===== config.mk =====
export PLATFORM = sky130hd
export DESIGN_NAME = i2c_master_bit_engine
export DESIGN_NICKNAME = d
export VERILOG_FILES = /design/src/rtl/i2cmbe_pkg.sv /design/src/rtl/i2c_master_bit_engine.sv /design/src/rtl/i2cmbe_seq.sv
export VERILOG_INCLUDE_DIRS = /design/src /design/src/rtl
export SDC_FILE = /design/constraint.sdc
export NUM_CORES = 1
export LEC_CHECK = 0
export BUFFER_PORTS_ARGS = -buffer_cell sky130_fd_sc_hd__buf_4
export CORE_MARGIN = 5
export CORE_UTILIZATION = 38
export DETAILED_ROUTE_END_ITERATION = 10
export SYNTH_ARGS = -nofsm -noshare
export SYNTH_HDL_FRONTEND = slang
export SYNTH_SLANG_ARGS = --single-unit

===== constraint.sdc =====
create_clock -name clk -period 6.8 [get_ports clk]
set_input_delay 2.04 -clock clk [delete_from_list [all_inputs] [get_ports clk]]
set_output_delay 2.04 -clock clk [all_outputs]
set_load 0.01 [all_outputs]

===== src/rtl/assert_macros.svh =====
// Assertion macros shared by the RTL of the I2C master bit engine.
// Synthesis builds define SYNTH, which leaves every macro empty.
`ifndef ASSERT_MACROS_SVH
`define ASSERT_MACROS_SVH

`ifndef SYNTH
// Property must hold at every clock edge out of reset.
`define ASSERT_AT(lbl, clk, rstn, prop) \
	lbl: assert property (@(posedge clk) disable iff (!rstn) prop) \
		else $error("assertion failed");
// Expression must never be true at a clock edge out of reset.
`define ASSERT_NEVER(lbl, clk, rstn, expr) \
	lbl: assert property (@(posedge clk) disable iff (!rstn) !(expr)) \
		else $error("forbidden condition seen");
`else
`define ASSERT_AT(lbl, clk, rstn, prop)
`define ASSERT_NEVER(lbl, clk, rstn, expr)
`endif

`endif


===== src/rtl/i2cmbe_pkg.sv =====
// Types and constants of the I2C master bit engine.
// Used by i2cmbe_seq and i2c_master_bit_engine; depends on nothing.
package i2cmbe_pkg;

	// Command codes on the input beat
	localparam logic [2:0] OP_NONE  = 3'd0;
	localparam logic [2:0] OP_START = 3'd1;
	localparam logic [2:0] OP_STOP  = 3'd2;
	localparam logic [2:0] OP_WRITE = 3'd3;
	localparam logic [2:0] OP_READ  = 3'd4;
	localparam logic [2:0] OP_WACK  = 3'd5;

	// Configuration register indexes
	localparam logic [1:0] REG_TICKS_PER_UNIT = 2'd0;
	localparam logic [1:0] REG_ACK_TIMEOUT    = 2'd1;

	localparam logic [15:0] TICKS_PER_UNIT_RST = 16'd200;
	localparam logic [7:0]  ACK_TIMEOUT_RST    = 8'd250;

	// Sequencer phase codes
	localparam logic [4:0] PH_IDLE    = 5'd0;
	localparam logic [4:0] PH_ST_A    = 5'd1;
	localparam logic [4:0] PH_ST_B    = 5'd2;
	localparam logic [4:0] PH_ST_C    = 5'd3;
	localparam logic [4:0] PH_SP_A    = 5'd4;
	localparam logic [4:0] PH_SP_B    = 5'd5;
	localparam logic [4:0] PH_SP_C    = 5'd6;
	localparam logic [4:0] PH_WA_A    = 5'd7;
	localparam logic [4:0] PH_WA_B    = 5'd8;
	localparam logic [4:0] PH_WA_POLL = 5'd9;
	localparam logic [4:0] PH_WR_BIT  = 5'd10;
	localparam logic [4:0] PH_WR_HI   = 5'd11;
	localparam logic [4:0] PH_WR_LO   = 5'd12;
	localparam logic [4:0] PH_RD_LO   = 5'd13;
	localparam logic [4:0] PH_RD_HI   = 5'd14;
	localparam logic [4:0] PH_AK_A    = 5'd15;
	localparam logic [4:0] PH_AK_B    = 5'd16;
	localparam logic [4:0] PH_AK_C    = 5'd17;

	typedef struct packed {
		logic [15:0] ticks_per_unit;
		logic [7:0]  ack_timeout;
	} cfg_t;

	// Last member sits in the lowest bits
	typedef struct packed {
		logic       ack_error;
		logic [7:0] rx_byte;
		logic       done_res;
		logic       busy_res;
		logic       sda_enable;
		logic       sda_drive;
		logic       scl_level;
	} res_t;

endpackage


===== src/rtl/i2c_master_bit_engine.sv =====
// I2C master bit engine: top level with stream ports, config registers and result register.
// Depends on i2cmbe_pkg, i2cmbe_seq and assert_macros.svh.
//
// Usage:
//   Each input beat on s_* is one tick of bus timing. It may carry a command in s_tuser
//   (none, start, stop, write byte, read byte, wait for ack) and always carries the sampled
//   SDA pin level. Commands that arrive while a sequence is running are dropped.
//   Every input beat yields exactly one result beat on m_* with the SCL/SDA drive after
//   that tick, busy and done flags, the last received byte and the ack error flag.
//   The result beat comes in the cycle after its input beat; a beat is taken every cycle.
//   The result register decouples the sides: a new beat is taken in the cycle the
//   pending result is drained, so a stalled receiver stalls the input only while the
//   result register is full and m_tready is low.
//   Config writes (cfg_index 0: ticks_per_unit, 1: ack_timeout) are always ready and
//   belong to idle periods; other indexes are ignored. A delay unit lasts
//   ticks_per_unit ticks (zero acts as one).
//   Reset: phase idle, SCL and SDA driven high, flags and received byte cleared,
//   ticks_per_unit 200 and ack_timeout 250; no result is pending.
`include "assert_macros.svh"

module i2c_master_bit_engine
	import i2cmbe_pkg::*;
(
	input  logic        clk,
	input  logic        arst_n,
	// Tick beats
	input  logic        s_tvalid,
	output logic        s_tready,
	input  logic [15:0] s_tdata,   // [7:0] tx_byte, [8] send_ack, [9] sda_level, rest zero
	input  logic [2:0]  s_tuser,   // [2:0] operation
	// Result beats
	output logic        m_tvalid,
	input  logic        m_tready,
	output logic [15:0] m_tdata,   // [0] scl_level, [1] sda_drive, [2] sda_enable,
	                               // [3] busy_res, [4] done_res, [12:5] rx_byte,
	                               // [13] ack_error, rest zero
	// Config writes
	input  logic        cfg_valid,
	output logic        cfg_ready,
	input  logic [1:0]  cfg_index,
	input  logic [15:0] cfg_data
);

	cfg_t  cfg_q;
	res_t  res;
	res_t  res_q;
	logic  m_valid_q;
	logic  accept;

	// Take a beat whenever the result register is empty or draining
	assign s_tready  = !m_valid_q || m_tready;
	assign accept    = s_tvalid && s_tready;
	assign cfg_ready = 1'b1;

	always_ff @(posedge clk or negedge arst_n) begin
		if (!arst_n) begin
			cfg_q.ticks_per_unit <= TICKS_PER_UNIT_RST;
			cfg_q.ack_timeout    <= ACK_TIMEOUT_RST;
		end else if (cfg_valid) begin
			case (cfg_index)
				REG_TICKS_PER_UNIT: cfg_q.ticks_per_unit <= cfg_data;
				REG_ACK_TIMEOUT:    cfg_q.ack_timeout    <= cfg_data[7:0];
				default: ;
			endcase
		end
	end

	i2cmbe_seq u_seq (
		.clk       (clk),
		.arst_n    (arst_n),
		.step      (accept),
		.operation (s_tuser),
		.tx_byte   (s_tdata[7:0]),
		.send_ack  (s_tdata[8]),
		.sda_level (s_tdata[9]),
		.cfg       (cfg_q),
		.res       (res)
	);

	// Result register: load on accept, drop when drained
	always_ff @(posedge clk or negedge arst_n) begin
		if (!arst_n) begin
			m_valid_q <= 1'b0;
		end else if (accept) begin
			m_valid_q <= 1'b1;
		end else if (m_tready) begin
			m_valid_q <= 1'b0;
		end
	end

	always_ff @(posedge clk) begin
		if (accept) begin
			res_q <= res;
		end
	end

	assign m_tvalid = m_valid_q;
	assign m_tdata  = {2'b00, res_q};

	// A finished command never reports busy in the same beat
	`ASSERT_NEVER(a_done_not_busy, clk, arst_n, m_tvalid && res_q.done_res && res_q.busy_res)
	// Every accepted tick leaves a result pending on the next cycle
	`ASSERT_AT(a_beat_has_result, clk, arst_n, accept |=> m_valid_q)

endmodule


===== src/rtl/i2cmbe_seq.sv =====
// Bus sequencer of the I2C master bit engine: phase state and one-tick update.
// Depends on i2cmbe_pkg.
module i2cmbe_seq
	import i2cmbe_pkg::*;
(
	input  logic       clk,
	input  logic       arst_n,
	input  logic       step,
	input  logic [2:0] operation,
	input  logic [7:0] tx_byte,
	input  logic       send_ack,
	input  logic       sda_level,
	input  cfg_t       cfg,
	output res_t       res
);

	logic [4:0]  phase_q,   phase_d;
	logic [15:0] tick_q,    tick_d;
	logic [2:0]  unit_q,    unit_d;
	logic [3:0]  bit_q,     bit_d;
	logic [7:0]  shift_q,   shift_d;
	logic [7:0]  tmo_q,     tmo_d;
	logic        ackc_q,    ackc_d;
	logic        scl_q,     scl_d;
	logic        sda_q,     sda_d;
	logic        sda_en_q,  sda_en_d;
	logic        err_q,     err_d;
	logic [7:0]  rx_q,      rx_d;
	logic        done_d;
	logic [15:0] unit_len;

	assign unit_len = (cfg.ticks_per_unit == '0) ? 16'd1 : cfg.ticks_per_unit;

	always_comb begin
		phase_d  = phase_q;
		tick_d   = tick_q;
		unit_d   = unit_q;
		bit_d    = bit_q;
		shift_d  = shift_q;
		tmo_d    = tmo_q;
		ackc_d   = ackc_q;
		scl_d    = scl_q;
		sda_d    = sda_q;
		sda_en_d = sda_en_q;
		err_d    = err_q;
		rx_d     = rx_q;
		done_d   = 1'b0;

		// Take a new command only when idle
		if (phase_d == PH_IDLE && operation >= OP_START && operation <= OP_WACK) begin
			unit_d = '0;
			tick_d = '0;
			bit_d  = '0;
			case (operation)
				OP_START: phase_d = PH_ST_A;
				OP_STOP:  phase_d = PH_SP_A;
				OP_WRITE: begin
					phase_d = PH_WR_BIT;
					shift_d = tx_byte;
				end
				OP_READ: begin
					phase_d = PH_RD_LO;
					shift_d = '0;
					ackc_d  = send_ack;
				end
				default: begin
					phase_d = PH_WA_A;
					tmo_d   = '0;
					err_d   = 1'b0;
				end
			endcase
		end

		if (phase_d == PH_WA_POLL) begin
			if (!sda_level) begin
				scl_d   = 1'b0;
				phase_d = PH_IDLE;
				unit_d  = '0;
				tick_d  = '0;
				done_d  = 1'b1;
			end else if (tmo_d >= cfg.ack_timeout) begin
				err_d   = 1'b1;
				phase_d = PH_SP_A;
				unit_d  = '0;
				tick_d  = '0;
			end else begin
				tmo_d = tmo_d + 8'd1;
			end
		end else if (phase_d != PH_IDLE) begin
			// First tick of a step: set pins and load the delay
			if (unit_d == '0) begin
				tick_d = '0;
				case (phase_d)
					PH_ST_A: begin
						sda_en_d = 1'b1; sda_d = 1'b1; scl_d = 1'b1; unit_d = 3'd4;
					end
					PH_ST_B: begin
						sda_d = 1'b0; unit_d = 3'd4;
					end
					PH_ST_C: begin
						scl_d = 1'b0; phase_d = PH_IDLE; done_d = 1'b1;
					end
					PH_SP_A: begin
						sda_en_d = 1'b1; scl_d = 1'b0; sda_d = 1'b0; unit_d = 3'd4;
					end
					PH_SP_B: begin
						scl_d = 1'b1; unit_d = 3'd4;
					end
					PH_SP_C: begin
						sda_d = 1'b1; phase_d = PH_IDLE; done_d = 1'b1;
					end
					PH_WA_A: begin
						sda_en_d = 1'b0; sda_d = 1'b1; unit_d = 3'd1;
					end
					PH_WA_B: begin
						scl_d = 1'b1; unit_d = 3'd1;
					end
					PH_WR_BIT: begin
						sda_en_d = 1'b1; scl_d = 1'b0;
						sda_d    = shift_d[7];
						shift_d  = {shift_d[6:0], 1'b0};
						unit_d   = 3'd2;
					end
					PH_WR_HI: begin
						scl_d = 1'b1; unit_d = 3'd2;
					end
					PH_WR_LO: begin
						scl_d = 1'b0; unit_d = 3'd2;
					end
					PH_RD_LO: begin
						sda_en_d = 1'b0; scl_d = 1'b0; unit_d = 3'd2;
					end
					PH_RD_HI: begin
						// sample on the first tick of SCL high
						scl_d   = 1'b1;
						shift_d = {shift_d[6:0], sda_level};
						unit_d  = 3'd1;
					end
					PH_AK_A: begin
						scl_d = 1'b0; sda_en_d = 1'b1; sda_d = ~ackc_d; unit_d = 3'd2;
					end
					PH_AK_B: begin
						scl_d = 1'b1; unit_d = 3'd2;
					end
					PH_AK_C: begin
						// drop SCL after the ack bit and finish
						scl_d = 1'b0; phase_d = PH_IDLE; done_d = 1'b1;
					end
					default: begin
						phase_d = PH_IDLE; done_d = 1'b1;
					end
				endcase
			end

			// Count the delay and advance at its end
			if (phase_d != PH_IDLE && unit_d != '0) begin
				tick_d = tick_d + 16'd1;
				if (tick_d >= unit_len) begin
					tick_d = '0;
					unit_d = unit_d - 3'd1;
					if (unit_d == '0) begin
						case (phase_d)
							PH_ST_A:  phase_d = PH_ST_B;
							PH_ST_B:  phase_d = PH_ST_C;
							PH_SP_A:  phase_d = PH_SP_B;
							PH_SP_B:  phase_d = PH_SP_C;
							PH_WA_A:  phase_d = PH_WA_B;
							PH_WA_B:  phase_d = PH_WA_POLL;
							PH_WR_BIT: phase_d = PH_WR_HI;
							PH_WR_HI: phase_d = PH_WR_LO;
							PH_WR_LO: begin
								bit_d = bit_d + 4'd1;
								if (bit_d >= 4'd8) begin
									phase_d = PH_IDLE; done_d = 1'b1;
								end else begin
									phase_d = PH_WR_BIT;
								end
							end
							PH_RD_LO: phase_d = PH_RD_HI;
							PH_RD_HI: begin
								bit_d = bit_d + 4'd1;
								if (bit_d >= 4'd8) begin
									rx_d    = shift_d;
									phase_d = PH_AK_A;
								end else begin
									phase_d = PH_RD_LO;
								end
							end
							PH_AK_A: phase_d = PH_AK_B;
							PH_AK_B: phase_d = PH_AK_C;
							default: begin
								phase_d = PH_IDLE; done_d = 1'b1;
							end
						endcase
					end
				end
			end
		end
	end

	always_comb begin
		res.scl_level  = scl_d;
		res.sda_drive  = sda_d;
		res.sda_enable = sda_en_d;
		res.busy_res   = (phase_d != PH_IDLE);
		res.done_res   = done_d;
		res.rx_byte    = rx_d;
		res.ack_error  = err_d;
	end

	always_ff @(posedge clk or negedge arst_n) begin
		if (!arst_n) begin
			phase_q  <= PH_IDLE;
			tick_q   <= '0;
			unit_q   <= '0;
			bit_q    <= '0;
			shift_q  <= '0;
			tmo_q    <= '0;
			ackc_q   <= 1'b0;
			scl_q    <= 1'b1;
			sda_q    <= 1'b1;
			sda_en_q <= 1'b1;
			err_q    <= 1'b0;
			rx_q     <= '0;
		end else if (step) begin
			phase_q  <= phase_d;
			tick_q   <= tick_d;
			unit_q   <= unit_d;
			bit_q    <= bit_d;
			shift_q  <= shift_d;
			tmo_q    <= tmo_d;
			ackc_q   <= ackc_d;
			scl_q    <= scl_d;
			sda_q    <= sda_d;
			sda_en_q <= sda_en_d;
			err_q    <= err_d;
			rx_q     <= rx_d;
		end
	end

endmodule


# == Yosys cells after proc, flatten, opt, wreduce, memory -nomap -nowiden ==
# Cells that the tools add are included.
# op_classes
order_cmp,5
bitwise,1
addsub,4
n_eq_ne,35
reduce_logical,31
mux,95
# ops
op,count
$mux 16,11
$mux 8,16
$eq 5x4->1 const B,15
$pmux 5 s13,1
$mux 5,12
$eq 5x3->1 const B,7
$mux 4,8
$pmux 8 s2,2
$mux 3,10
$mux 1,28
$add 16x1->16 const B,1
$ge 16x16->1,1
$logic_not 16->1,1
$pmux 4 s4,1
$eq 5x2->1 const B,3
$eq 5x5->1 const B,3
$reduce_bool 5->1,3
$reduce_or 13->1,1
$reduce_or 12->1,1
$reduce_or 4->1,3
$reduce_or 6->1,2
$eq 5x1->1 const B,2
$pmux 3 s3,1
$add 8x1->8 const B,1
other kinds (26),37
# word_totals
in_bits,42
ff_bits,96
word_cells,193
out_inout_bits,19

# == Longest topological paths before layout ==
# depth
ltp_word,18
ltp_mapped,26
mapped_depth_nobuf,20

# == Hierarchy ==
# Synthesis repeated with hierarchy kept, for this count alone.
# hier_totals
hier_cells,730
hier_area_um2,6765.2
# modules_own_cells
module,area_per_inst_um2,seq_area_each_um2,n_inst,cells_per_inst
i2cmbe_seq,5351.4,1430.1,1,656
i2c_master_bit_engine,1413.9,1057.3,1,74

# == Worst setup path after synthesis ==
# Ideal clock, no wire load.
# synth_path
path_type,in2reg
from,in s_tuser[0]
to,"reg res_q (netlist bit m_tdata[3]), data pin"
setup_slack_ns,0.001
required_time_ns,6.530
n_path_buf,5
t_arrival_ns,6.529
setup_ns,0.270
path_stages,25
cell_sequence,buf_2 or3_1 clkbuf_1 and4_1 buf_2 nor2_2 buf_2 nand2_1 inv_1 ha_1 nand3_1 nor3_1 nand4_1 xor2_1 nor2_1 ha_1 nand4_1 a211oi_1 a221oi_1 o21ba_2 buf_2 or3_1 or2_2 a311oi_1 nand4b_1
# synth_lines
item,line_no,rtl
start: declaration,i2c_master_bit_engine.sv:30,"input logic [2:0] s_tuser,"
end signal: assignment,i2c_master_bit_engine.sv:93,res_q <= res;
end: declaration,i2c_master_bit_engine.sv:46,res_t res_q;

==> flow_summary.ini <==
[logic_synthesis]
seq_area_frac_synth_pct = 37.9
async_flop_share_pct = 85.4
yosysMostFrequentCell = nand2_1
yosys.area.top_type = dfrtp_1
netlist_area_um2 = 6560
synth_cell_type_count = 86
yosysTopAreaCellShare_pct = 26.7
synth_cells = 725
synth_edf_count = 14
synth_commonest_cells = 103 x nand2_1, 70 x dfrtp_1, 45 x nor2_1
yosysWarnings = 0
yosys_register_bits = 96
ys_top_cells_by_area = dfrtp_1 27%, edfxtp_1 6.4%, nand2_1 5.9%
synthFlopType = dfrtp_1
avgSynthCellArea_um2 = 9.04

[finish]
diodes = 0
seq_area_um2 = 2490
stdcell_count = 1003
fin_nets = 845
area_growth_pct = 14.4
design_area_um2 = 7500
layout-drive-gt1-share_pct = 21.6
fill_cells = 1707
multi_input_area_um2 = 3770

[sta]
fmax_mhz = 159
fin_setup_tns_ns = 0
tightest_slew_ns = 0.895
slew_headroom_pct = 40.3
final-setup-viol-count = 0
slew_violations = 0
final-hold-violation-count = 0
layout_min_cycle_time_ns = 6.31
rsz0062_at_grt = false
period_share_pct = 92.7
clock_skew_ns = 0.0108
holdWs_ns = 0.480

[placed_design]
hpwlAfterDp_mm = 12.7
placed_cells = 987
dpl_cell_area_um2 = 7200
place_congestion = 0.981
port_buffers = 51

[pwr]
switching_share_pct = 46.0
power.density_nw_per_um2 = 371
p_sw_mw = 1.28
p_leak_nw = 3.35
p_int_mw = 1.50
pwr-share-comb_pct = 51.6
seqPwrFrac_pct = 29.9
ir_drop_v = 0.000204
clkPwrFrac_pct = 18.6

[cts]
tritoncts = built
cts_buffers = 9
path_clk_slew_ns = 0.08
cts_hold_buffers = 0
htree_levels = 3
cts.sinks = 96
root_buffer = clkbuf_16
clk_latency_ns = 0.36
ctsLongestPathBuffers = 2

[outcome]
status = complete, no violations

[detailed_routing]
num_vias = 5633
wl_per_cell_um = 17.3
drtPass1Iterations = 5
ant_nets = 0
drt_wl_total_mm = 17.4
drtIter0Drc = 480
routed_via_density = 5.62
drc = 0

[setup_path]
cp_data_arrival_time_ns = 6.35
crit_chain = buf_4 > or3_1 > and4_1 > nor2_2 > nand2_1 > inv_1 > ha_1 > nand3_1 > nor3_2 > nand4_1 > xor2_1 > nor2_1 > ha_1 > nand4_1 > a211oi_1 > a221oi_1 > o21ba_2 > or3_1 > or2_2 > a311oi_1 > nand4b_1
worst-path-max-fanout = 3
crit_path_top_delay_cell = or3_1
cp-end-kind = register
critPathKind = input pin to register
worstPathRequired_ns = 6.85
start_kind = input pin
cpPeakStageDelay_ns = 0.43

[floorplan]
start_util_pct = 38.3
fp.dieH_um = 141
core_area_um2 = 17100
die_w_um = 141
rows = 48
ios = 61
dieArea_um2 = 20000

[global_routing]
track_usage_pct = 17.6
grt_max_degree = 68
grt_pass1_wl_mm = 28.6
grt-ovfl-total = 0
grt_pass1_vias = 5546
antenna_found_initial = 0

[min_path]
hold_path_class = register to register

[flow_run]
drv_cap = 0
## timing repair
item,4_1_cts,5_1_grt
buffers inserted,0,0
gates resized for setup,0,1
setup endpoints to repair,0,1
## power by group through the flow
stage	Sequential, mW	Combinational (mW)	Clock (mW)
global route	0.845	1.58	0.553
detailed placement	0.834	1.41	0
global placement	0.835	1.41	0
CTS	0.826	1.42	0.529
finish	0.830	1.43	0.517
floorplan	0.787	1.08	0
## metrics by stage
stage	util (%)	power (mW)	worst slack, ns
after floorplan	-	1.86	0.00104
after global placement	42.1	2.24	0.0235
after detailed placement	42.1	2.24	0.0314
after CTS	43.8	2.77	0.385
after global routing	43.8	2.98	0.0333
final	43.8	2.78	0.494
## layout by cell type, fill, tap and decap left out, types with 10 or more instances in the layout
cell / count
o21ai_0: 42
and3_1: 11
nor2_1: 45
buf_4: 72
mux2_2: 28
nand3_1: 23
nand2_1: 103
and2_1: 15
dfrtp_1: 70
nor3_1: 10
or2_2: 12
nand4_1: 13
ha_1: 30
a21oi_1: 33
xor2_1: 15
inv_1: 33
edfxtp_1: 14
a22o_1: 10
dfstp_2: 12
## final cells by class
cell class | instances | share of cell area, %
clock buffers | 9 | 3.00
clock inverters | 7 | 0.984
inverters | 34 | 1.70
multi-input cells | 560 | 50.2
flip-flops and latches | 96 | 33.2
well taps | 225 | 3.75
repair buffers | 72 | 7.20
## final timing paths
path,startpoint,to,slack [ns],cells past startpoint
setup / recovery,s_tuser[1],m_tdata[3],0.49,21
hold / removal,u_seq.shift_q[7],u_seq.shift_q[7],0.48,2
setup reg to reg,u_seq.phase_q[2],m_tdata[3],1.60,19
hold reg to reg,u_seq.shift_q[7],u_seq.shift_q[7],0.48,2
max in group asynchronous,arst_n,u_seq.tick_q[4],4.09,2
min in group asynchronous,arst_n,u_seq.phase_q[1],1.54,1
## state kept, by name (all words and copies together), names as in the netlist
signal and count:
cfg_q 24, u_seq.phase_q 5, m_tdata 14, m_tvalid 1, u_seq.rx_q 8, u_seq.scl_q 1, u_seq.sda_en_q 1, u_seq.unit_q 3
u_seq.err_q 1, u_seq.sda_q 1, u_seq.shift_q 8, u_seq.tick_q 16, u_seq.bit_q 4, u_seq.ackc_q 1, u_seq.tmo_q 8
## critical path, delay by kind of cell
family / cells / cell delay (ns)
and+or+nand+nor: 12 / 2.59
AOI/OAI and AO/OA: 4 / 0.89
adders and majority gates: 2 / 0.51
buffers and inverters: 2 / 0.19
xor gates and xnor gates: 1 / 0.15
## kinds of logic (layout without fill, tap and decap cells)
kind of cell | after synthesis | in the layout | share of synthesized area [%]
AO/OA/AOI/OAI | 187 | 187 | 20.7
XOR/XNOR | 22 | 22 | 2.94
adder cells (fa/ha/maj) | 30 | 30 | 5.73
buffers and inverters | 70 | 122 | 4.81
flip-flops | 96 | 96 | 37.9
multiplexers | 38 | 38 | 6.41
other | 2 | 3 | 0.115
AND/OR/NAND/NOR | 280 | 280 | 21.3
## per-layer routing
layer,up-vias,global-route usage [%],share of wire (%)
met5,-,0,0
met4,0,4.74,2.0
met3,32,3.30,5.3
met2,173,29.0,46
met1,2685,23.8,47
li1,2743,-,-
Power figures use the tool's default switching activity.
